==> config.mk <==
export PLATFORM = sky130hd
export DESIGN_NAME = g2m_queue
export DESIGN_NICKNAME = d
export VERILOG_FILES = /design/src/hdl/gamepad_to_mouse_translator_core_defines.svh /design/src/hdl/g2m_pkg.sv /design/src/hdl/g2m_queue.sv
export SDC_FILE = /design/constraint.sdc
export NUM_CORES = 1
export LEC_CHECK = 0
export BUFFER_PORTS_ARGS = -buffer_cell sky130_fd_sc_hd__buf_2
export CAP_MARGIN = 5
export CORE_ASPECT_RATIO = 1.2
export CORE_MARGIN = 10
export CORE_UTILIZATION = 45
export DETAILED_ROUTE_END_ITERATION = 7
export MAX_ROUTING_LAYER = met4
export PLACE_DENSITY = 0.75
export SYNTH_ARGS = -nofsm -noshare
export SYNTH_HDL_FRONTEND = slang
export SYNTH_SLANG_ARGS = --single-unit
==> constraint.sdc <==
create_clock -name clk -period 11.15 [get_ports clk]
set_input_delay 0.5575 -clock clk [delete_from_list [all_inputs] [get_ports clk]]
set_output_delay 0.5575 -clock clk [all_outputs]
set_load 0.05 [all_outputs]
==> src/hdl/gamepad_to_mouse_translator_core_defines.svh <==
// ----------------------------------------------------------------------------
// Gamepad to mouse translator: assertion macros
// Shared concurrent assertion shorthands, clocked on clk, disabled in reset.
// ----------------------------------------------------------------------------
`ifndef GAMEPAD_TO_MOUSE_TRANSLATOR_CORE_DEFINES_SVH
`define GAMEPAD_TO_MOUSE_TRANSLATOR_CORE_DEFINES_SVH

// same-cycle implication
`define G2M_ASSERT_NOW(lbl, ante, cons, msg) \
  lbl: assert property (@(posedge clk) disable iff (!rst_n) (ante) |-> (cons)) \
    else $error(msg);

// next-cycle implication
`define G2M_ASSERT_NEXT(lbl, ante, cons, msg) \
  lbl: assert property (@(posedge clk) disable iff (!rst_n) (ante) |=> (cons)) \
    else $error(msg);

`endif

==> src/hdl/g2m_pkg.sv <==
// ----------------------------------------------------------------------------
// Gamepad to mouse translator package
// Types, codes and tables shared by the front end, queue and back end.
// ----------------------------------------------------------------------------
package g2m_pkg;

  typedef enum logic [1:0] {
    EV_KEY    = 2'd0,
    EV_LCLICK = 2'd1,
    EV_RCLICK = 2'd2,
    EV_MOVE   = 2'd3
  } event_kind_t;

  typedef enum logic [1:0] {
    KEY_S = 2'd0,
    KEY_B = 2'd1,
    KEY_E = 2'd2,
    KEY_V = 2'd3
  } key_code_t;

  typedef enum logic [2:0] {
    REG_SPEED_X       = 3'd0,
    REG_SPEED_B       = 3'd1,
    REG_SPEED_A       = 3'd2,
    REG_SPEED_CLICK   = 3'd3,
    REG_SPEED_RESTR   = 3'd4,
    REG_SPEED_TRIGGER = 3'd5,
    REG_SPEED_RIGHT   = 3'd6,
    REG_FAST_FACTOR   = 3'd7
  } reg_index_t;

  typedef enum logic [3:0] {
    BK_IDLE,
    BK_SQX,
    BK_SQY,
    BK_SQRT,
    BK_MULA,
    BK_MULB,
    BK_FDX,
    BK_FDY,
    BK_LTH1,
    BK_LTH2,
    BK_RMUL,
    BK_RFS,
    BK_RTH1,
    BK_RTH2,
    BK_EMIT
  } back_state_t;

  localparam int SQRT_STEPS = 16;

  typedef struct packed {
    logic [7:0] speed_x;
    logic [7:0] speed_b;
    logic [7:0] speed_a;
    logic [7:0] speed_click;
    logic [7:0] speed_restricted;
    logic [7:0] speed_trigger;
    logic [7:0] speed_right;
    logic [2:0] fast_factor;
  } cfg_t;

  // edge/level bits: 0 Y, 1 B, 2 A, 3 stick click, 4 LB, 5 trigger
  typedef struct packed {
    logic [5:0]         edges;
    logic [5:0]         level;
    logic               left_act;
    logic [10:0]        speed;
    logic               kill_x;
    logic               kill_y;
    logic signed [15:0] left_x;
    logic signed [15:0] left_y;
    logic               right_act;
    logic signed [15:0] right_x;
  } job_t;

  typedef struct packed {
    event_kind_t kind;
    key_code_t   key;
  } edge_event_t;

  function automatic edge_event_t edge_event(input logic [2:0] idx);
    edge_event_t ev;
    case (idx)
      3'd0: ev = '{kind: EV_KEY,    key: KEY_S};
      3'd1: ev = '{kind: EV_KEY,    key: KEY_B};
      3'd2: ev = '{kind: EV_LCLICK, key: KEY_S};
      3'd3: ev = '{kind: EV_KEY,    key: KEY_E};
      3'd4: ev = '{kind: EV_RCLICK, key: KEY_S};
      3'd5: ev = '{kind: EV_KEY,    key: KEY_V};
      default: ev = '{kind: EV_KEY, key: KEY_S};
    endcase
    return ev;
  endfunction

endpackage

==> src/hdl/g2m_queue.sv <==
// ----------------------------------------------------------------------------
// Gamepad to mouse translator: job queue
// Two-entry queue between front end and back end.
// ----------------------------------------------------------------------------
module g2m_queue import g2m_pkg::*; (
  input  logic clk,
  input  logic rst_n,
  input  logic push_i,
  input  job_t job_i,
  input  logic pop_i,
  output job_t job_o,
  output logic full_o,
  output logic empty_o
);

  job_t       mem_r [2];
  logic       wr_r, wr_nxt, rd_r, rd_nxt;
  logic [1:0] cnt_r, cnt_nxt;

  assign full_o  = cnt_r == 2'd2;
  assign empty_o = cnt_r == 2'd0;
  assign job_o   = mem_r[rd_r];

  always_comb begin
    wr_nxt  = push_i ? !wr_r : wr_r;
    rd_nxt  = pop_i ? !rd_r : rd_r;
    cnt_nxt = cnt_r + 2'(push_i) - 2'(pop_i);
  end

  always_ff @(posedge clk) begin
    if (push_i) begin
      mem_r[wr_r] <= job_i;
    end
  end

  always_ff @(posedge clk) begin
    if (!rst_n) begin
      wr_r  <= 1'b0;
      rd_r  <= 1'b0;
      cnt_r <= '0;
    end else begin
      wr_r  <= wr_nxt;
      rd_r  <= rd_nxt;
      cnt_r <= cnt_nxt;
    end
  end

endmodule

==> impl_results.md <==
* Clock power frac at 37.4%
* Pre-CTS WS at 8510 ps
* GR Overflow Total at 0
* Leakage power at between 0.002 and 0.003 µW
* Final setup violation count at 0
* Placed insts at ~570
* Fin Clk Skew at 6.41 ps
* Die height at about 140 µm
* Clock Tree Buf Depth at 2
* Final instance area at 7350 µm²
* Asr flop ratio synth at 0%
* Synth cell types at 14
* Cts bufs inserted at 17
* Post-Route WL at roughly 11 mm
* H-tree levels at 4
* Residual DRC count at 0
* Post-synth top flop: edfxtp_1
* Syn nets at 335
* Pin count of the biggest net entering global routing at 77
* Unrepaired setup endpoints after global routing: false
* GPL Wtd Cong at 0.695
* Slew margin rel. at 32.2%
* Final Net Count at 503
* Final slew viol count at 0
* Net Sw Frac at 26.8%
* Number of max-cap violations at 0
* Critical path launch point type: flip-flop
* GRT Util Overall at between 10% and 20%
* Cell taking the most area after synthesis: edfxtp_1
* Avg Synthesized Cell Area at 23.0 µm²
* Mapped Area at roughly 6000 µm²
* Setup_tns at 0 ps
* Worst Hold Class: primary input to flip-flop
* Synth top area share at between 70% and 80%
* DR WL/cell at 18.5 µm
* Gate count after technology mapping at 254
* GRT Max-Usage Layer: met2
* TritonCTS clock tree: built
* PnR worst setup slack at 8120 ps
* Seq/Total Area, Yosys at 78.9%
* ANT nets after route at 0
* Post-DP Area at between 6000 and 7000 µm²
* CTS clk-pin slew, worst paths at 60 ps
* Slew @ Worst Pin at 1020 ps
* Share of layout cells above drive strength 1 at between 60% and 70%
* Max Clk Rate at 330 MHz
* Antenna violations before repair at 1
* FF/Latch Area at 4610 µm²
* Required @ worst endpoint at 10590 ps
* Slowest-stage cell, CP: buf_4
* Global-route track usage on met1 at approximately an eighth
* Psw at roughly 400 µW
* Fin cells at between 500 and 600
* Core Rows at 45
* PD cells at about 200 nW/µm²
* Final period utilization at between 20% and 30%
* Starting density of the core at 46.1%
* Clk Tree Root Cell: clkbuf_16
* Worst-path maximum fanout at 43
* Critical path, cell by cell: buf_4 > mux2_2 > buf_2
* Outcome: finished clean
* Number of I/O pins at 156
* Die X at 124 µm
* Vias in the first global route at 3271
* EDFF count, synth at 150
* Sinks on Clock Net at ~160
* Fin util at about 58%
* Synth area leaders: edfxtp_1 (77%), mux2_4 (13%), mux2_2 (4.8%), dfxtp_1 (1.7%), buf_6 (1.2%)
* CP Capture Type: output pin
* # Post-CTS Setup Buffers at 0
* Cell with the most instances after synthesis: edfxtp_1
* Fin. Hold Viols at 0
* Internal power at 1080 µW
* Vias per cell at 4.70
* Clk Latency, worst-skew pair at slightly above 400 ps
* Worst Path Arrival at between 2000 and 2500 ps
* Worst ir drop on vdd at 0.106 mV
* Fillers at 980
* Vias at 2814
* First-pass GRT wire length at 16.8 mm
* Cts-stage hold buffer count at 0
* PortBufs at approximately 160
* Final HPWL DP at 7.59 mm
* DRT iter0 DRCs at 146
* Sequential share of power at approximately 47%
* Area of the multi-input gates at 1160 µm²
* Yosys Warn Count at 0
* Syn-to-layout area delta at 25.8%
* Seq cells post-synth at roughly 160
* Post-synth top cells: edfxtp_1 (150), mux2_4 (50), mux2_2 (25)
* Minimum clock period at 3030 ps
* Comb pwr share at 15.9%
* Die area at 18000 µm²
* CP Class: flip-flop to output pin
* Router iterations before antenna repair at 4
* Met3 Usage GRT at 6.20%
* Resized cells post-CTS at 0
* GRT met2 Usage at 22.0%
* Crit-path max cell delay at about 710 ps
* Core ar. at about 13000 µm²
## path summary, 6_finish.rpt
path | startpoint | end | slack (ps) | cells past startpoint
setup / recovery | flip-flop | job_o[21] | 8120 | 3
hold / removal | job_i[15] | mem_r[0][15] | 330 | 1
setup reg to reg | wr_r | mem_r[1][27] | 9500 | 1
hold reg to reg | rd_r | flip-flop | 580 | 2
## power groups by stage
stage / registers, µW / logic, µW / clock network, µW
floorplan: 694 / 189 / 0
global placement: 699 / 234 / 0
detailed placement: 701 / 237 / 0
CTS: 688 / 238 / 567
global route: 691 / 248 / 592
finish: 688 / 234 / 550
## through the flow
step	hold WS (ps)	power, µW
detailed placement	569	938
global route	316	1530
floorplan	555	884
finish	334	1470
global placement	559	932
CTS	309	1490
## critical path, delay by kind of cell (launching register included)
kind	cells	cell delay, ps
buffers and inverters	2	920
DFF	1	690
muxes	1	420
## metal layers
layer,vias to the layer above,share of wire [%]
li1,1336,-
met1,1364,37
met2,108,52
met3,6,11
met4,0,0.67
met5,-,0
## placed cells by master (no fill, tap or decap), types with 2 or more instances in the layout
master / count
buf_2: 155
edfxtp_1: 150
mux2_4: 50
mux2_2: 25
clkbuf_16: 17
clkinvlp_4: 4
dfxtp_1: 4
and2_1: 3
nor2b_1: 3
clkinv_4: 3
inv_1: 2
ha_1: 2
bufinv_16: 2
inv_6: 2
clkinv_2: 2
buf_4: 2
## area by class of cell
type / instances / area share, %
Sequential cell: 155 / 62.7
Multi-Input combinational cell: 89 / 15.8
Timing Repair Buffer: 157 / 10.8
Clock buffer: 17 / 5.79
Tap cell: 164 / 2.79
Clock inverter: 14 / 2.01
Inverter: 2 / 0.102
Antenna cell: 1 / 0.0341
## cell families (layout without fill, tap and decap cells)
| family | after synthesis | in the layout | share of synthesized area [%] |
|---|---|---|---|
| buf+inv | 10 | 190 | 1.46 |
| fa+ha+maj | 2 | 2 | 0.428 |
| compound gates | 1 | 1 | 0.129 |
| mux | 75 | 75 | 17.7 |
| simple gates | 9 | 9 | 0.921 |
| flops | 155 | 155 | 78.9 |
| xor+xnor | 2 | 2 | 0.536 |
| other cells | 0 | 1 | 0 |
## registers in the layout (all words and copies together), names as in the netlist, named ones only
name,cells
cnt_r,2
mem_r,150
rd_r,1
wr_r,1
(Power assumes the default switching activity.)
