## config.mk

```make
export PLATFORM = sky130hd
export DESIGN_NAME = g2m_front
export DESIGN_NICKNAME = d
export VERILOG_FILES = /design/src/hdl/gamepad_to_mouse_translator_core_defines.svh /design/src/hdl/g2m_pkg.sv /design/src/hdl/g2m_front.sv
export SDC_FILE = /design/constraint.sdc
export NUM_CORES = 1
export LEC_CHECK = 0
export BUFFER_PORTS_ARGS = -buffer_cell sky130_fd_sc_hd__buf_2
export CORE_AREA = 2 2 80 82
export DETAILED_ROUTE_END_ITERATION = 10
export DIE_AREA = 0 0 82 84
export PLACE_DENSITY_LB_ADDON = 0.05
export SLEW_MARGIN = 10
export SYNTH_ARGS = -nofsm -noshare
export SYNTH_HDL_FRONTEND = slang
export SYNTH_SLANG_ARGS = --single-unit
```

## constraint.sdc

```tcl
create_clock -name clk -period 7.4 [get_ports clk]
set_input_delay 1.85 -clock clk [delete_from_list [all_inputs] [get_ports clk]]
set_output_delay 1.85 -clock clk [all_outputs]
set_load 0.1 [all_outputs]
```

## src/hdl/gamepad_to_mouse_translator_core_defines.svh

```systemverilog
// ----------------------------------------------------------------------------
// Gamepad to mouse translator: assertion macros
// Shared concurrent assertion shorthands, clocked on clk, disabled in reset.
// ----------------------------------------------------------------------------
`ifndef GAMEPAD_TO_MOUSE_TRANSLATOR_CORE_DEFINES_SVH
`define GAMEPAD_TO_MOUSE_TRANSLATOR_CORE_DEFINES_SVH

// same-cycle implication
`define G2M_ASSERT_NOW(lbl, ante, cons, msg) \
  lbl: assert property (@(posedge clk) disable iff (!rst_n) (ante) |-> (cons)) \
    else $error(msg);

// next-cycle implication
`define G2M_ASSERT_NEXT(lbl, ante, cons, msg) \
  lbl: assert property (@(posedge clk) disable iff (!rst_n) (ante) |=> (cons)) \
    else $error(msg);

`endif

```

## src/hdl/g2m_pkg.sv

```systemverilog
// ----------------------------------------------------------------------------
// Gamepad to mouse translator package
// Types, codes and tables shared by the front end, queue and back end.
// ----------------------------------------------------------------------------
package g2m_pkg;

  typedef enum logic [1:0] {
    EV_KEY    = 2'd0,
    EV_LCLICK = 2'd1,
    EV_RCLICK = 2'd2,
    EV_MOVE   = 2'd3
  } event_kind_t;

  typedef enum logic [1:0] {
    KEY_S = 2'd0,
    KEY_B = 2'd1,
    KEY_E = 2'd2,
    KEY_V = 2'd3
  } key_code_t;

  typedef enum logic [2:0] {
    REG_SPEED_X       = 3'd0,
    REG_SPEED_B       = 3'd1,
    REG_SPEED_A       = 3'd2,
    REG_SPEED_CLICK   = 3'd3,
    REG_SPEED_RESTR   = 3'd4,
    REG_SPEED_TRIGGER = 3'd5,
    REG_SPEED_RIGHT   = 3'd6,
    REG_FAST_FACTOR   = 3'd7
  } reg_index_t;

  typedef enum logic [3:0] {
    BK_IDLE,
    BK_SQX,
    BK_SQY,
    BK_SQRT,
    BK_MULA,
    BK_MULB,
    BK_FDX,
    BK_FDY,
    BK_LTH1,
    BK_LTH2,
    BK_RMUL,
    BK_RFS,
    BK_RTH1,
    BK_RTH2,
    BK_EMIT
  } back_state_t;

  localparam int SQRT_STEPS = 16;

  typedef struct packed {
    logic [7:0] speed_x;
    logic [7:0] speed_b;
    logic [7:0] speed_a;
    logic [7:0] speed_click;
    logic [7:0] speed_restricted;
    logic [7:0] speed_trigger;
    logic [7:0] speed_right;
    logic [2:0] fast_factor;
  } cfg_t;

  // edge/level bits: 0 Y, 1 B, 2 A, 3 stick click, 4 LB, 5 trigger
  typedef struct packed {
    logic [5:0]         edges;
    logic [5:0]         level;
    logic               left_act;
    logic [10:0]        speed;
    logic               kill_x;
    logic               kill_y;
    logic signed [15:0] left_x;
    logic signed [15:0] left_y;
    logic               right_act;
    logic signed [15:0] right_x;
  } job_t;

  typedef struct packed {
    event_kind_t kind;
    key_code_t   key;
  } edge_event_t;

  function automatic edge_event_t edge_event(input logic [2:0] idx);
    edge_event_t ev;
    case (idx)
      3'd0: ev = '{kind: EV_KEY,    key: KEY_S};
      3'd1: ev = '{kind: EV_KEY,    key: KEY_B};
      3'd2: ev = '{kind: EV_LCLICK, key: KEY_S};
      3'd3: ev = '{kind: EV_KEY,    key: KEY_E};
      3'd4: ev = '{kind: EV_RCLICK, key: KEY_S};
      3'd5: ev = '{kind: EV_KEY,    key: KEY_V};
      default: ev = '{kind: EV_KEY, key: KEY_S};
    endcase
    return ev;
  endfunction

endpackage

```

## src/hdl/g2m_front.sv

```systemverilog
// ----------------------------------------------------------------------------
// Gamepad to mouse translator: front end
// Takes polls, finds button edges, picks the left speed and queues a job.
// ----------------------------------------------------------------------------
module g2m_front import g2m_pkg::*; #(
  parameter int TRIGGER_LEVEL = 30
) (
  input  logic               clk,
  input  logic               rst_n,
  input  logic               in_valid,
  output logic               in_stall,
  input  logic [8:0]         in_buttons,
  input  logic [7:0]         in_right_trigger,
  input  logic signed [15:0] in_left_x,
  input  logic signed [15:0] in_left_y,
  input  logic signed [15:0] in_right_x,
  input  cfg_t               cfg_i,
  input  logic               full_i,
  output logic               push_o,
  output job_t               job_o
);

  logic [5:0]  prev_r, prev_nxt;
  logic        a, b, x, y, rb, lb, st, bk, ls, rt;
  logic [5:0]  level;
  logic [7:0]  base;

  assign a  = in_buttons[0];
  assign b  = in_buttons[1];
  assign x  = in_buttons[2];
  assign y  = in_buttons[3];
  assign rb = in_buttons[4];
  assign lb = in_buttons[5];
  assign st = in_buttons[6];
  assign bk = in_buttons[7];
  assign ls = in_buttons[8];
  assign rt = in_right_trigger > 8'(TRIGGER_LEVEL);

  assign level    = {rt, lb, ls, a, b, y};
  assign in_stall = full_i;
  assign push_o   = in_valid && !full_i;

  always_comb begin
    if (x) begin
      base = cfg_i.speed_x;
    end else if (b) begin
      base = cfg_i.speed_b;
    end else if (a) begin
      base = cfg_i.speed_a;
    end else if (ls) begin
      base = cfg_i.speed_click;
    end else if (st || bk) begin
      base = cfg_i.speed_restricted;
    end else begin
      base = cfg_i.speed_trigger;
    end
  end

  always_comb begin
    job_o.edges     = level ^ prev_r;
    job_o.level     = level;
    job_o.left_act  = (x || b || a || st || bk || ls || rt) && !(st && bk);
    job_o.speed     = rb ? 11'(11'(base) * 11'(cfg_i.fast_factor)) : 11'(base);
    job_o.kill_x    = st;
    job_o.kill_y    = bk;
    job_o.left_x    = in_left_x;
    job_o.left_y    = in_left_y;
    job_o.right_act = y;
    job_o.right_x   = in_right_x;
    prev_nxt        = push_o ? level : prev_r;
  end

  always_ff @(posedge clk) begin
    if (!rst_n) begin
      prev_r <= '0;
    end else begin
      prev_r <= prev_nxt;
    end
  end

endmodule

```

==> flow_summary.json <==
{
  "status": "complete, no violations",
  "post-place-cells": 371,
  "clkTransAtPathRegs_ps": 40,
  "dp_hpwl_um": 4510,
  "syn_inst": 260,
  "holdBufCountCts": 0,
  "synth_edf_count": 0,
  "intPower_mw": 0.166,
  "track_usage_pct": 15.9,
  "htree_levels": 1,
  "clk_path_buf_depth": 2,
  "peakVddDrop_mv": 0.105,
  "async_reset_ff_share_pct": 0,
  "instances_no_fill": 374,
  "synth_area_um2": 1980,
  "clockPowerShare_pct": 12.5,
  "initial_core_util_pct": 32.5,
  "antenna_found_initial": 0,
  "cts_root_buffer": "clkbuf_8",
  "ys_seq_area_share_pct": 6.06,
  "required_ps": 5550,
  "first_pass_iters": 4,
  "grt_pass1_wl_um": 8720,
  "vias_per_cell": 4.76,
  "whs_endpoint": "prev_r[0]",
  "p_leak_nw": 1.10,
  "rsz0062_at_grt": "no",
  "top_register": "prev_r",
  "grt_max_degree": 21,
  "syn_to_final_growth_pct": 12.2,
  "powerDensity_nw_per_um2": 178,
  "r2r-start": "prev_r[5]",
  "max_freq_mhz": 143,
  "antenna_cells": 0,
  "synth-seq-cells": 6,
  "yosysTopAreaCell": "buf_4",
  "top_regs": "prev_r: 6 flops",
  "r2r_cells": 2,
  "skew_ps": 0,
  "r2r_end": "prev_r[5]",
  "crit_path_max_fanout": 19,
  "pwr-share-comb_pct": 78.5,
  "worstSetupPathType": "primary input to primary output",
  "synth_fp_nets": 405,
  "r2r_slack_ps": 6790,
  "yosysWarnings": 0,
  "switching_share_pct": 58.1,
  "finalHoldViolCount": 0,
  "hold_ws_ps": 532,
  "fp.coreArea_um2": 6100,
  "synth_top_area_share_pct": 22.3,
  "nFillCells": 671,
  "cts_buffers": 3,
  "setup.worst_path.start_class": "primary input",
  "multi_input_area_um2": 1310,
  "post-route-min-period_ps": 6990,
  "design.die.area_um2": 6890,
  "post-route-period-util_pct": 94.5,
  "hold_path.class": "register to register",
  "p_seq_share_pct": 8.9,
  "switching_power_mw": 0.229,
  "hold_path_startpoint": "prev_r[0]",
  "cts_resized": 0,
  "relSlewSlack_pct": 56.1,
  "setup_violations": 0,
  "clock_sinks": 6,
  "largest_reg_flops": 6,
  "clk-insertion-delay-late_ps": 220,
  "postRouteAntennaNets": 0,
  "synth_area_per_cell_um2": 7.62,
  "slew_viol_final": 0,
  "gp_congestion": 0.710,
  "layout-drive-gt1-share_pct": 38.7,
  "end_kind": "primary output",
  "synth_flop_cell": "dfxtp_1",
  "drv_cap": 0,
  "drc": 0,
  "port_buffers": 100,
  "synth_cell_types": 40,
  "grt-ovfl-total": 0,
  "die_h_um": 84,
  "nets": 444,
  "fp.dieW_um": 82,
  "synthTopCellsByArea": "buf_4 22%, fa_1 7.1%, ha_1 6.3%",
  "vias": 1779,
  "io-pin-count": 205,
  "area.sequential_um2": 120,
  "drt_wl_total_um": 5270,
  "cts_tree": "built",
  "hold_depth": 2,
  "drtIter0Drc": 41,
  "cp.arrival_ps": 5140,
  "worst_slew_pin_slew_ps": 652,
  "wl_per_cell_um": 14.1,
  "grt_pass1_vias": 1830,
  "rows": 29,
  "postCtsSetupBuffers": 0
}
==> power by group through the flow <==
stage / clock [mW] / sequential (mW) / combinational (mW)
after floorplan: 0 / 0.0356 / 0.364
after global placement: 0 / 0.0358 / 0.313
after detailed placement: 0 / 0.0358 / 0.312
after CTS: 0.0510 / 0.0353 / 0.314
after global routing: 0.0532 / 0.0355 / 0.334
final: 0.0496 / 0.0353 / 0.310
==> synthesized netlist by cell type, types with 2 or more instances <==
cell type  number
mux2i_1         9
nor2b_1        16
a21o_1          3
o21ai_0         5
and2_1          6
buf_4          59
nor3b_1         7
nand2b_1       10
o31a_1          3
xor2_1          6
o311ai_0        3
nand3_1         2
buf_2           2
clkbuf_1        6
nand2_1        19
a211oi_1        4
nand3b_1        3
a221oi_1        7
a311o_1         2
dfxtp_1         6
nor2_1          7
a21oi_1         9
o21a_1         10
a211o_1         2
o311ai_1        4
fa_1            7
and3_1          2
buf_6           3
inv_1          15
mux2_2          3
nor3_1          2
ha_1           10
==> routing by layer <==
layer / track usage (%) / up-vias / wire length (um)
li1: - / 913 / -
met1: 20.3 / 793 / 2330
met2: 26.5 / 63 / 2510
met3: 4.76 / 10 / 381
met4: 2.12 / 0 / 38
met5: 0 / - / 0
==> logic make-up (layout without fill, tap and decap cells) <==
logic type,Yosys count,count (layout),synth area share (%)
AOI/OAI and AO/OA,56,56,21.1
buffers and inverters,85,122,28.5
and+or+nand+nor,77,77,21.5
DFF,6,6,6.06
muxes,12,12,6.25
adders and majority gates,17,17,13.4
xor gates and xnor gates,7,7,3.09
==> layout by cell type, fill, tap and decap left out, types with 2 or more instances in the layout <==
| cell type | n |
|---|---|
| nand3_1 | 2 |
| nand2b_1 | 10 |
| o21a_1 | 10 |
| buf_2 | 95 |
| nor2b_1 | 16 |
| nor3b_1 | 7 |
| o31a_1 | 3 |
| a21o_1 | 3 |
| clkbuf_8 | 3 |
| buf_4 | 4 |
| inv_1 | 15 |
| fa_1 | 7 |
| o311ai_0 | 3 |
| a21oi_1 | 9 |
| nor2_1 | 7 |
| nand2_1 | 19 |
| nand3b_1 | 3 |
| buf_12 | 5 |
| nor3_1 | 2 |
| mux2_2 | 3 |
| ha_1 | 10 |
| dfxtp_1 | 6 |
| o21ai_0 | 5 |
| a211o_1 | 2 |
| a221oi_1 | 7 |
| a211oi_1 | 3 |
| a311o_1 | 2 |
| and2_1 | 6 |
| xor2_1 | 6 |
| o311ai_1 | 4 |
| mux2i_1 | 8 |
| and3_1 | 2 |
==> worst max-delay path, cell delays in order <==
cell and delay (ps):
buf_2 210, or3b_1 410, a311o_1 330, a21oi_2 170
and2_1 180, fa_1 400, ha_1 240, inv_1 80
fa_1 210, nor2b_1 70, o31a_1 270, o21ba_2 220
a211oi_2 290, buf_12 220
==> stage by stage <==
step / utilization, % / setup TNS (ps) / worst slack, ps / power [mW] / cell area [um^2]
floorplan: - / -55.2 / -55.2 / 0.400 / 1990
CTS: 36.5 / 0 / 380 / 0.400 / 2220
finish: 36.5 / 0 / 407 / 0.395 / 2220
detailed placement: 35.8 / 0 / 380 / 0.348 / 2180
global placement: 35.8 / 0 / 351 / 0.349 / 2180
global route: 36.5 / 0 / 114 / 0.423 / 2220
==> worst max-delay path by stage <==
stage | to | depth (start not counted) | start | slack, ps
after floorplan | job_o[59] | 13 | in_buttons[7] | -60
after global placement | job_o[60] | 14 | in_buttons[0] | 350
after detailed placement | job_o[59] | 14 | in_buttons[7] | 380
after CTS | job_o[59] | 14 | in_buttons[7] | 380
after global routing | job_o[59] | 14 | in_buttons[7] | 110
final | job_o[59] | 14 | in_buttons[7] | 410
==> cell type report <==
cell class,count,area share [%]
multi-input combinational,169,58.7
inverter,15,2.53
sequential,6,5.40
timing repair buffer,104,27.2
tap,77,4.33
clock buffer,3,1.86
Note: power is estimated with default switching activity, not from simulation.
